$ cat src/rtl/lcdns_pkg.sv
package lcdns_pkg;

    // request codes carried on s_tuser
    localparam logic [2:0] OP_DATA    = 3'd0;
    localparam logic [2:0] OP_COMMAND = 3'd1;
    localparam logic [2:0] OP_CLEAR   = 3'd2;
    localparam logic [2:0] OP_HOME    = 3'd3;
    localparam logic [2:0] OP_CURSOR  = 3'd4;
    localparam logic [2:0] OP_CONTROL = 3'd5;
    localparam logic [2:0] OP_CGRAM   = 3'd6;
    localparam logic [2:0] OP_INIT    = 3'd7;

    // configuration register indexes
    localparam logic CFG_DATA_WAIT    = 1'b0;
    localparam logic CFG_COMMAND_WAIT = 1'b1;

    localparam logic [15:0] DATA_WAIT_RESET    = 16'd200;
    localparam logic [15:0] COMMAND_WAIT_RESET = 16'd5000;

    // job kinds handed from front end to back end
    localparam logic [1:0] JOB_BYTE  = 2'd0;
    localparam logic [1:0] JOB_ERROR = 2'd1;
    localparam logic [1:0] JOB_INIT  = 2'd2;

    localparam logic [7:0] CMD_CLEAR    = 8'h01;
    localparam logic [7:0] CMD_HOME     = 8'h02;
    localparam logic [7:0] CMD_DDRAM    = 8'h80;
    localparam logic [7:0] ROW2_OFFSET  = 8'h40;

    localparam int QUEUE_DEPTH = 2;

    localparam int          STEP_W    = 5;
    localparam logic [4:0]  INIT_LAST = 5'd16;

    typedef struct packed {
        logic [1:0] kind;
        logic       rs;
        logic [7:0] data;
    } job_t;

    typedef struct packed {
        logic [3:0]  nibble;
        logic        strobe;
        logic [15:0] wait_us;
        logic        use_cfg;
    } init_step_t;

    // command bytes of the init request, after the wake-up nibbles
    function automatic logic [7:0] init_byte(input logic [2:0] idx);
        logic [7:0] b;
        unique case (idx)
            3'd0:    b = 8'h28;
            3'd1:    b = 8'h08;
            3'd2:    b = 8'h01;
            3'd3:    b = 8'h06;
            3'd4:    b = 8'h0C;
            default: b = 8'h01;
        endcase
        return b;
    endfunction

    function automatic init_step_t init_step(input logic [4:0] step);
        init_step_t s;
        logic [4:0] idx;
        logic [7:0] b;
        idx = step - 5'd5;
        b   = init_byte(idx[3:1]);
        unique case (step)
            5'd0:    s = '{nibble: 4'h0, strobe: 1'b0, wait_us: 16'd15000, use_cfg: 1'b0};
            5'd1:    s = '{nibble: 4'h3, strobe: 1'b1, wait_us: 16'd5000,  use_cfg: 1'b0};
            5'd2:    s = '{nibble: 4'h3, strobe: 1'b1, wait_us: 16'd200,   use_cfg: 1'b0};
            5'd3:    s = '{nibble: 4'h3, strobe: 1'b1, wait_us: 16'd200,   use_cfg: 1'b0};
            5'd4:    s = '{nibble: 4'h2, strobe: 1'b1, wait_us: 16'd5000,  use_cfg: 1'b0};
            default: s = '{nibble: (idx[0] ? b[3:0] : b[7:4]), strobe: 1'b1,
                           wait_us: 16'd0, use_cfg: 1'b1};
        endcase
        return s;
    endfunction

endpackage

$ cat src/rtl/lcdns_front.sv
module lcdns_front (
    input  logic                s_tvalid,
    output logic                s_tready,
    input  logic [2:0]          s_tuser,   // op
    input  logic [31:0]         s_tdata,   // data_byte, row, column, display_on,
                                           // cursor_on, blink_on, cgram_offset
    input  logic                q_full,
    output logic                q_push,
    output lcdns_pkg::job_t     q_job
);

    logic [7:0] data_byte;
    logic [1:0] row;
    logic [7:0] column;
    logic [1:0] display_on;
    logic [1:0] cursor_on;
    logic [1:0] blink_on;
    logic [3:0] cgram_offset;
    logic [7:0] col_m1;

    assign data_byte    = s_tdata[7:0];
    assign row          = s_tdata[9:8];
    assign column       = s_tdata[17:10];
    assign display_on   = s_tdata[19:18];
    assign cursor_on    = s_tdata[21:20];
    assign blink_on     = s_tdata[23:22];
    assign cgram_offset = s_tdata[27:24];

    assign col_m1 = column - 8'd1;

    assign s_tready = !q_full;
    assign q_push   = s_tvalid && !q_full;

    always_comb begin
        q_job.kind = lcdns_pkg::JOB_BYTE;
        q_job.rs   = 1'b0;
        q_job.data = 8'h00;
        unique case (s_tuser)
            lcdns_pkg::OP_DATA: begin
                q_job.rs   = 1'b1;
                q_job.data = data_byte;
            end
            lcdns_pkg::OP_COMMAND: begin
                q_job.data = data_byte;
            end
            lcdns_pkg::OP_CLEAR: begin
                q_job.data = lcdns_pkg::CMD_CLEAR;
            end
            lcdns_pkg::OP_HOME: begin
                q_job.data = lcdns_pkg::CMD_HOME;
            end
            lcdns_pkg::OP_CURSOR: begin
                // rows other than one and two ignore the column
                priority if (row == 2'd1) begin
                    q_job.data = lcdns_pkg::CMD_DDRAM + col_m1;
                end else if (row == 2'd2) begin
                    q_job.data = lcdns_pkg::CMD_DDRAM + lcdns_pkg::ROW2_OFFSET + col_m1;
                end else begin
                    q_job.data = lcdns_pkg::CMD_DDRAM;
                end
            end
            lcdns_pkg::OP_CONTROL: begin
                if (display_on[1] || cursor_on[1] || blink_on[1]) begin
                    q_job.kind = lcdns_pkg::JOB_ERROR;
                end else begin
                    q_job.data = {4'b0000, 1'b1, display_on[0], cursor_on[0], blink_on[0]};
                end
            end
            lcdns_pkg::OP_CGRAM: begin
                if (cgram_offset[3]) begin
                    q_job.kind = lcdns_pkg::JOB_ERROR;
                end else begin
                    q_job.data = {5'b01000, cgram_offset[2:0]};
                end
            end
            lcdns_pkg::OP_INIT: begin
                q_job.kind = lcdns_pkg::JOB_INIT;
            end
        endcase
    end

endmodule

$ cat src/rtl/lcdns_queue.sv
module lcdns_queue #(
    parameter int DEPTH = lcdns_pkg::QUEUE_DEPTH
) (
    input  logic            aclk,
    input  logic            aresetn,
    input  logic            push,
    input  lcdns_pkg::job_t push_job,
    output logic            full,
    input  logic            pop,
    output lcdns_pkg::job_t pop_job,
    output logic            empty
);

    localparam int PTR_W = (DEPTH > 1) ? $clog2(DEPTH) : 1;
    localparam int CNT_W = $clog2(DEPTH + 1);

    lcdns_pkg::job_t   mem [DEPTH];
    logic [PTR_W-1:0]  wr_ptr_reg;
    logic [PTR_W-1:0]  rd_ptr_reg;
    logic [CNT_W-1:0]  count_reg;
    logic [PTR_W-1:0]  wr_ptr_next;
    logic [PTR_W-1:0]  rd_ptr_next;

    assign full    = (count_reg == CNT_W'(DEPTH));
    assign empty   = (count_reg == '0);
    assign pop_job = mem[rd_ptr_reg];

    assign wr_ptr_next = (wr_ptr_reg == PTR_W'(DEPTH - 1)) ? '0 : wr_ptr_reg + 1'b1;
    assign rd_ptr_next = (rd_ptr_reg == PTR_W'(DEPTH - 1)) ? '0 : rd_ptr_reg + 1'b1;

    always_ff @(posedge aclk) begin
        if (push) begin
            mem[wr_ptr_reg] <= push_job;
        end
    end

    always_ff @(posedge aclk) begin
        if (!aresetn) begin
            wr_ptr_reg <= '0;
            rd_ptr_reg <= '0;
            count_reg  <= '0;
        end else begin
            if (push) begin
                wr_ptr_reg <= wr_ptr_next;
            end
            if (pop) begin
                rd_ptr_reg <= rd_ptr_next;
            end
            unique case ({push, pop})
                2'b10:   count_reg <= count_reg + 1'b1;
                2'b01:   count_reg <= count_reg - 1'b1;
                default: count_reg <= count_reg;
            endcase
        end
    end

    a_no_overflow: assert property (@(posedge aclk) disable iff (!aresetn)
        full |-> !push)
        else $error("request queue written while full");

    a_no_underflow: assert property (@(posedge aclk) disable iff (!aresetn)
        empty |-> !pop)
        else $error("request queue read while empty");

endmodule

$ cat src/rtl/lcdns_back.sv
module lcdns_back (
    input  logic            aclk,
    input  logic            aresetn,
    input  logic [15:0]     data_wait_us,
    input  logic [15:0]     command_wait_us,
    input  lcdns_pkg::job_t job,
    input  logic            job_empty,
    output logic            job_pop,
    output logic            m_tvalid,
    input  logic            m_tready,
    output logic [23:0]     m_tdata,   // reg_select, nibble, strobe_res, wait_us, error_flag
    output logic            m_tlast
);

    logic [lcdns_pkg::STEP_W-1:0] step_reg;
    logic                         m_tvalid_reg;
    logic                         rs_reg;
    logic [3:0]                   nibble_reg;
    logic                         strobe_reg;
    logic [15:0]                  wait_reg;
    logic                         error_reg;
    logic                         last_reg;

    logic                         advance;
    logic                         rs_c;
    logic [3:0]                   nibble_c;
    logic                         strobe_c;
    logic [15:0]                  wait_c;
    logic                         error_c;
    logic                         last_c;
    lcdns_pkg::init_step_t        init_c;

    // output register frees whenever the current step is taken
    assign advance = !m_tvalid_reg || m_tready;
    assign job_pop = advance && !job_empty && last_c;

    assign init_c = lcdns_pkg::init_step(step_reg);

    always_comb begin
        rs_c     = 1'b0;
        nibble_c = 4'h0;
        strobe_c = 1'b0;
        wait_c   = 16'd0;
        error_c  = 1'b0;
        last_c   = 1'b1;
        unique case (job.kind)
            lcdns_pkg::JOB_BYTE: begin
                rs_c     = job.rs;
                nibble_c = step_reg[0] ? job.data[3:0] : job.data[7:4];
                strobe_c = 1'b1;
                wait_c   = job.rs ? data_wait_us : command_wait_us;
                last_c   = step_reg[0];
            end
            lcdns_pkg::JOB_INIT: begin
                nibble_c = init_c.nibble;
                strobe_c = init_c.strobe;
                wait_c   = init_c.use_cfg ? command_wait_us : init_c.wait_us;
                last_c   = (step_reg == lcdns_pkg::INIT_LAST);
            end
            default: begin
                error_c = 1'b1;
            end
        endcase
    end

    always_ff @(posedge aclk) begin
        if (!aresetn) begin
            m_tvalid_reg <= 1'b0;
            step_reg     <= '0;
        end else if (advance) begin
            m_tvalid_reg <= !job_empty;
            if (!job_empty) begin
                step_reg <= last_c ? '0 : step_reg + 1'b1;
            end
        end
    end

    always_ff @(posedge aclk) begin
        if (advance && !job_empty) begin
            rs_reg     <= rs_c;
            nibble_reg <= nibble_c;
            strobe_reg <= strobe_c;
            wait_reg   <= wait_c;
            error_reg  <= error_c;
            last_reg   <= last_c;
        end
    end

    assign m_tvalid = m_tvalid_reg;
    assign m_tdata  = {1'b0, error_reg, wait_reg, strobe_reg, nibble_reg, rs_reg};
    assign m_tlast  = last_reg;

    a_step_range: assert property (@(posedge aclk) disable iff (!aresetn)
        step_reg <= lcdns_pkg::INIT_LAST)
        else $error("step counter ran past the init sequence");

    a_pop_marks_last: assert property (@(posedge aclk) disable iff (!aresetn)
        job_pop |=> m_tvalid_reg && last_reg)
        else $error("request retired without a final step");

    a_error_single: assert property (@(posedge aclk) disable iff (!aresetn)
        (m_tvalid_reg && error_reg) |-> (last_reg && !strobe_reg))
        else $error("error result must be a lone unstrobed step");

endmodule

$ cat src/rtl/char_lcd_nibble_sequencer.sv
// channel   ports           tdata fields (low bit up)                    tuser / tlast
// request   s_tvalid/ready  data_byte, row, column, display_on,          op / -
//                           cursor_on, blink_on, cgram_offset
// step      m_tvalid/ready  reg_select, nibble, strobe_res, wait_us,     - / last
//                           error_flag
// config    cfg_we          cfg_index selects register, cfg_wdata value
//
// one step leaves per cycle unless m_tready stalls; a byte request gives 2 steps, an
// error 1, init 17; the back end's step counter and output register set that pace.
// reset (aresetn low at a clock edge) empties the queue, drops m_tvalid and loads
// the wait registers with 200 and 5000 us.
// a stalled m_tready holds the step; requests keep entering until the queue fills.
module char_lcd_nibble_sequencer #(
    parameter int QUEUE_DEPTH = lcdns_pkg::QUEUE_DEPTH
) (
    input  logic        aclk,
    input  logic        aresetn,
    input  logic        cfg_we,
    input  logic        cfg_index,
    input  logic [15:0] cfg_wdata,
    input  logic        s_tvalid,
    output logic        s_tready,
    input  logic [2:0]  s_tuser,   // op
    input  logic [31:0] s_tdata,   // data_byte, row, column, display_on, cursor_on,
                                   // blink_on, cgram_offset
    output logic        m_tvalid,
    input  logic        m_tready,
    output logic [23:0] m_tdata,   // reg_select, nibble, strobe_res, wait_us, error_flag
    output logic        m_tlast
);

    logic [15:0]     data_wait_reg;
    logic [15:0]     command_wait_reg;
    logic            q_full;
    logic            q_empty;
    logic            q_push;
    logic            q_pop;
    lcdns_pkg::job_t push_job;
    lcdns_pkg::job_t pop_job;

    always_ff @(posedge aclk) begin
        if (!aresetn) begin
            data_wait_reg    <= lcdns_pkg::DATA_WAIT_RESET;
            command_wait_reg <= lcdns_pkg::COMMAND_WAIT_RESET;
        end else if (cfg_we) begin
            unique case (cfg_index)
                lcdns_pkg::CFG_DATA_WAIT:    data_wait_reg    <= cfg_wdata;
                lcdns_pkg::CFG_COMMAND_WAIT: command_wait_reg <= cfg_wdata;
            endcase
        end
    end

    lcdns_front u_front (
        .s_tvalid (s_tvalid),
        .s_tready (s_tready),
        .s_tuser  (s_tuser),
        .s_tdata  (s_tdata),
        .q_full   (q_full),
        .q_push   (q_push),
        .q_job    (push_job)
    );

    lcdns_queue #(
        .DEPTH (QUEUE_DEPTH)
    ) u_queue (
        .aclk     (aclk),
        .aresetn  (aresetn),
        .push     (q_push),
        .push_job (push_job),
        .full     (q_full),
        .pop      (q_pop),
        .pop_job  (pop_job),
        .empty    (q_empty)
    );

    lcdns_back u_back (
        .aclk            (aclk),
        .aresetn         (aresetn),
        .data_wait_us    (data_wait_reg),
        .command_wait_us (command_wait_reg),
        .job             (pop_job),
        .job_empty       (q_empty),
        .job_pop         (q_pop),
        .m_tvalid        (m_tvalid),
        .m_tready        (m_tready),
        .m_tdata         (m_tdata),
        .m_tlast         (m_tlast)
    );

endmodule
$ cat config.mk
export PLATFORM = sky130hd
export DESIGN_NAME = char_lcd_nibble_sequencer
export DESIGN_NICKNAME = d
export VERILOG_FILES = /design/src/rtl/lcdns_pkg.sv /design/src/rtl/lcdns_front.sv /design/src/rtl/lcdns_queue.sv /design/src/rtl/lcdns_back.sv /design/src/rtl/char_lcd_nibble_sequencer.sv
export SDC_FILE = /design/constraint.sdc
export NUM_CORES = 1
export LEC_CHECK = 0
export BUFFER_PORTS_ARGS = -buffer_cell sky130_fd_sc_hd__buf_2
export CAP_MARGIN = 25
export CELL_PAD_IN_SITES_DETAIL_PLACEMENT = 0
export CELL_PAD_IN_SITES_GLOBAL_PLACEMENT = 1
export CORE_MARGIN = 8
export CORE_UTILIZATION = 39
export CTS_CLUSTER_DIAMETER = 120
export DETAILED_ROUTE_END_ITERATION = 16
export PLACE_DENSITY_LB_ADDON = 0.2
export REMOVE_ABC_BUFFERS = 1
export SYNTH_ARGS = -nofsm -noshare
export SYNTH_HDL_FRONTEND = slang
export SYNTH_SLANG_ARGS = --single-unit
$ cat constraint.sdc
create_clock -name aclk -period 3.5 [get_ports aclk]
set_input_delay 0.525 -clock aclk [delete_from_list [all_inputs] [get_ports aclk]]
set_output_delay 0.525 -clock aclk [all_outputs]
set_load 0.1 [all_outputs]
==> metrics.cfg <==
[sta]
clock_skew_ps=7.78
period_share_pct=71.6
worstMarginPinSlew_ps=965
relSlewSlack_pct=35.4
grt_setup_unrepaired=no
fin_tns_setup_ps=0
fmax_ghz=0.399
fin_hold_ws_ps=395
final-setup-viol-count=0
min_period_ps=2510
hold_viol=0
finalMaxSlewViolations=0

[drt]
dr_total_vias=3250
wire_per_inst_um=15.0
drcViolationCount=0
drt-total-wl_mm=9.68
antenna_left=0
drt-pass1-iter-count=4
drt_first_iter_violations=154
viasPerCell=5.04

[logic_synthesis]
netlist_instances=434
synth_top_cell_by_area=edfxtp_1
synth_ff_type=edfxtp_1
ys_top_cells_by_count=nand2_1, edfxtp_1, dfxtp_1, nor2_1, a21boi_0
synth_edf_count=46
ys_top_cells_by_area=edfxtp_1, dfxtp_1, nand2_1
yosysWarnings=0
async_flop_share_pct=0
syn_area_um2=4350
synth-seq-area-share_pct=51.6
synth-seq-cells=89
synth_most_common_cell=nand2_1
synth_area_per_cell_um2=10.0
synth_cell_types=56
synth_top_area_share_pct=31.8

[power]
seq_power_share_pct=35.8
leakage_nw=1.93
clock_power_share_pct=14.9
power_density_nw_per_um2=843
switching_power_mw=2.09
p_int_mw=2.09
combPwrFrac_pct=49.3
switching_share_pct=50.0
ir_worst_vdd_mv=0.741
p_total_mw=4.18

[critical_path]
critical_path_class=reg2reg
crit_chain=inv_1 -> ha_1 -> nand2_1 -> nor3_1 -> o221ai_2 -> inv_1 -> ha_1 -> or3_1 -> a21boi_0
cpPeakStageDelay_ps=450
cp.required_ps=3790
startpoint=u_back.step_reg[1]
path_max_fanout=15
crit_path_end_kind=register
cpLargestDelayFamily=simple AND/OR/NAND/NOR gates
cp_num_buf_inv=2
arrival_ps=2790
r2r_start=u_back.step_reg[1]
slowest_stage=ha_1
start_kind=register

[cells_and_area]
max_flop_register=u_queue.mem
nFillCells=1042
largest_reg_flops=22
drive_gt1_share_pct=21.8
area_delta_synth_final_pct=14.2
utilization_pct=45.8
diodes=0
finalNetCount=563

[die]
die_area_um2=14800
io_pins=84
fp.dieW_um=122
core-area_um2=10800
die_height_um=122
fp-row-count=38
initial_utilization_pct=40.1

[clocking]
cts_sinks=89
insertion_delay_ps=350
cts_tree=done
htree_levels=3
clock_path_buffers=2
cts_setup_buffers=0
cts.clk_slew.worst_paths_ps=90
cts-root-buf=clkbuf_8
cts_resized=0
ctsHoldBuffers=0
cts_buffers=9

[global_route]
antenna_found_initial=0
grt_pass1_wl_mm=15.8
grt_pass1_vias=3287
track_usage_pct=13.4
grt_max_degree=40
gr-total-overflow=0

[job]
cap_violations=0

[status]
outcome=complete, no violations

[place]
gp_congestion=0.758
dp_hpwl_mm=6.90
io_buffer_count=78

[min_path]
hp-class=in2reg
hp-start=cfg_wdata[9]

[area by class of cell]
cell class	count	area (um2)	share of cell area (%)
clock buffer	14	153	3.08
timing repair buffer	81	413	8.32
sequential	89	2240	45.2
clock inverter	2	15.0	0.302
tap	140	175	3.53
inverter	8	30.0	0.605
multi-input combinational	311	1940	39.0
[cells by family after synthesis]
| family | share of synthesized area [%] |
|---|---|
| simple gates | 19.7 |
| flops | 51.6 |
| buf+inv | 3.92 |
| xor+xnor | 3.02 |
| mux | 3.94 |
| other cells | 0.0863 |
| fa+ha+maj | 1.73 |
| compound gates | 16.0 |
[per-layer routing]
layer / routed length [um] / share of wire (%) / track usage, %
met1: 4460 / 46 / 17.1
met2: 4550 / 47 / 21.2
met3: 536 / 5.5 / 3.38
met4: 131 / 1.4 / 5.86
met5: 0 / 0 / 0
[layout by cell type (no fill, tap or decap), types with 8 or more instances in the layout]
cell type / n
a21boi_0: 20
a21oi_1: 11
and2_1: 8
buf_2: 78
clkbuf_8: 10
dfxtp_1: 43
edfxtp_1: 46
inv_1: 8
nand2_1: 90
nand3_1: 9
nor2_1: 34
nor2b_1: 8
nor3_1: 11
o21ai_0: 16
xnor2_1: 9
[per-stage QoR]
step | area, um2 | std cells | setup slack, ps
4_1_cts | 4960 | 645 | 981
3_5_place_dp | 4800 | 629 | 999
3_3_place_gp | 4800 | 629 | 1030
6_report | 4960 | 645 | 994
5_1_grt | 4960 | 645 | 763
2_1_floorplan | 4210 | 408 | 61.5
[tightest hold or removal path, delay by kind of cell]
| kind | cells | cell delay (ps) |
|---|---|---|
| buffers and inverters | 1 | 90 |
| AND/OR/NAND/NOR | 2 | 110 |
[path summary, 6_finish.rpt]
kind                                             end  slack [ps]  cells after the start
worst max-delay path            u_queue.count_reg[1]         990                      9
worst min-delay path             command_wait_reg[9]         400                      3
worst max register to register  u_queue.count_reg[1]         990                      9
worst min register to register     data_wait_reg[10]         460                      2
[power by group through the flow]
stage / combinational (mW) / clock [mW] / sequential [mW]
after global placement: 2.07 / 0 / 1.52
final: 2.06 / 0.624 / 1.50
after floorplan: 0.616 / 0 / 2.59
after detailed placement: 2.08 / 0 / 1.52
after global routing: 2.18 / 0.688 / 1.53
after CTS: 2.08 / 0.646 / 1.50
No activity file was read; power rests on OpenSTA's default activity.
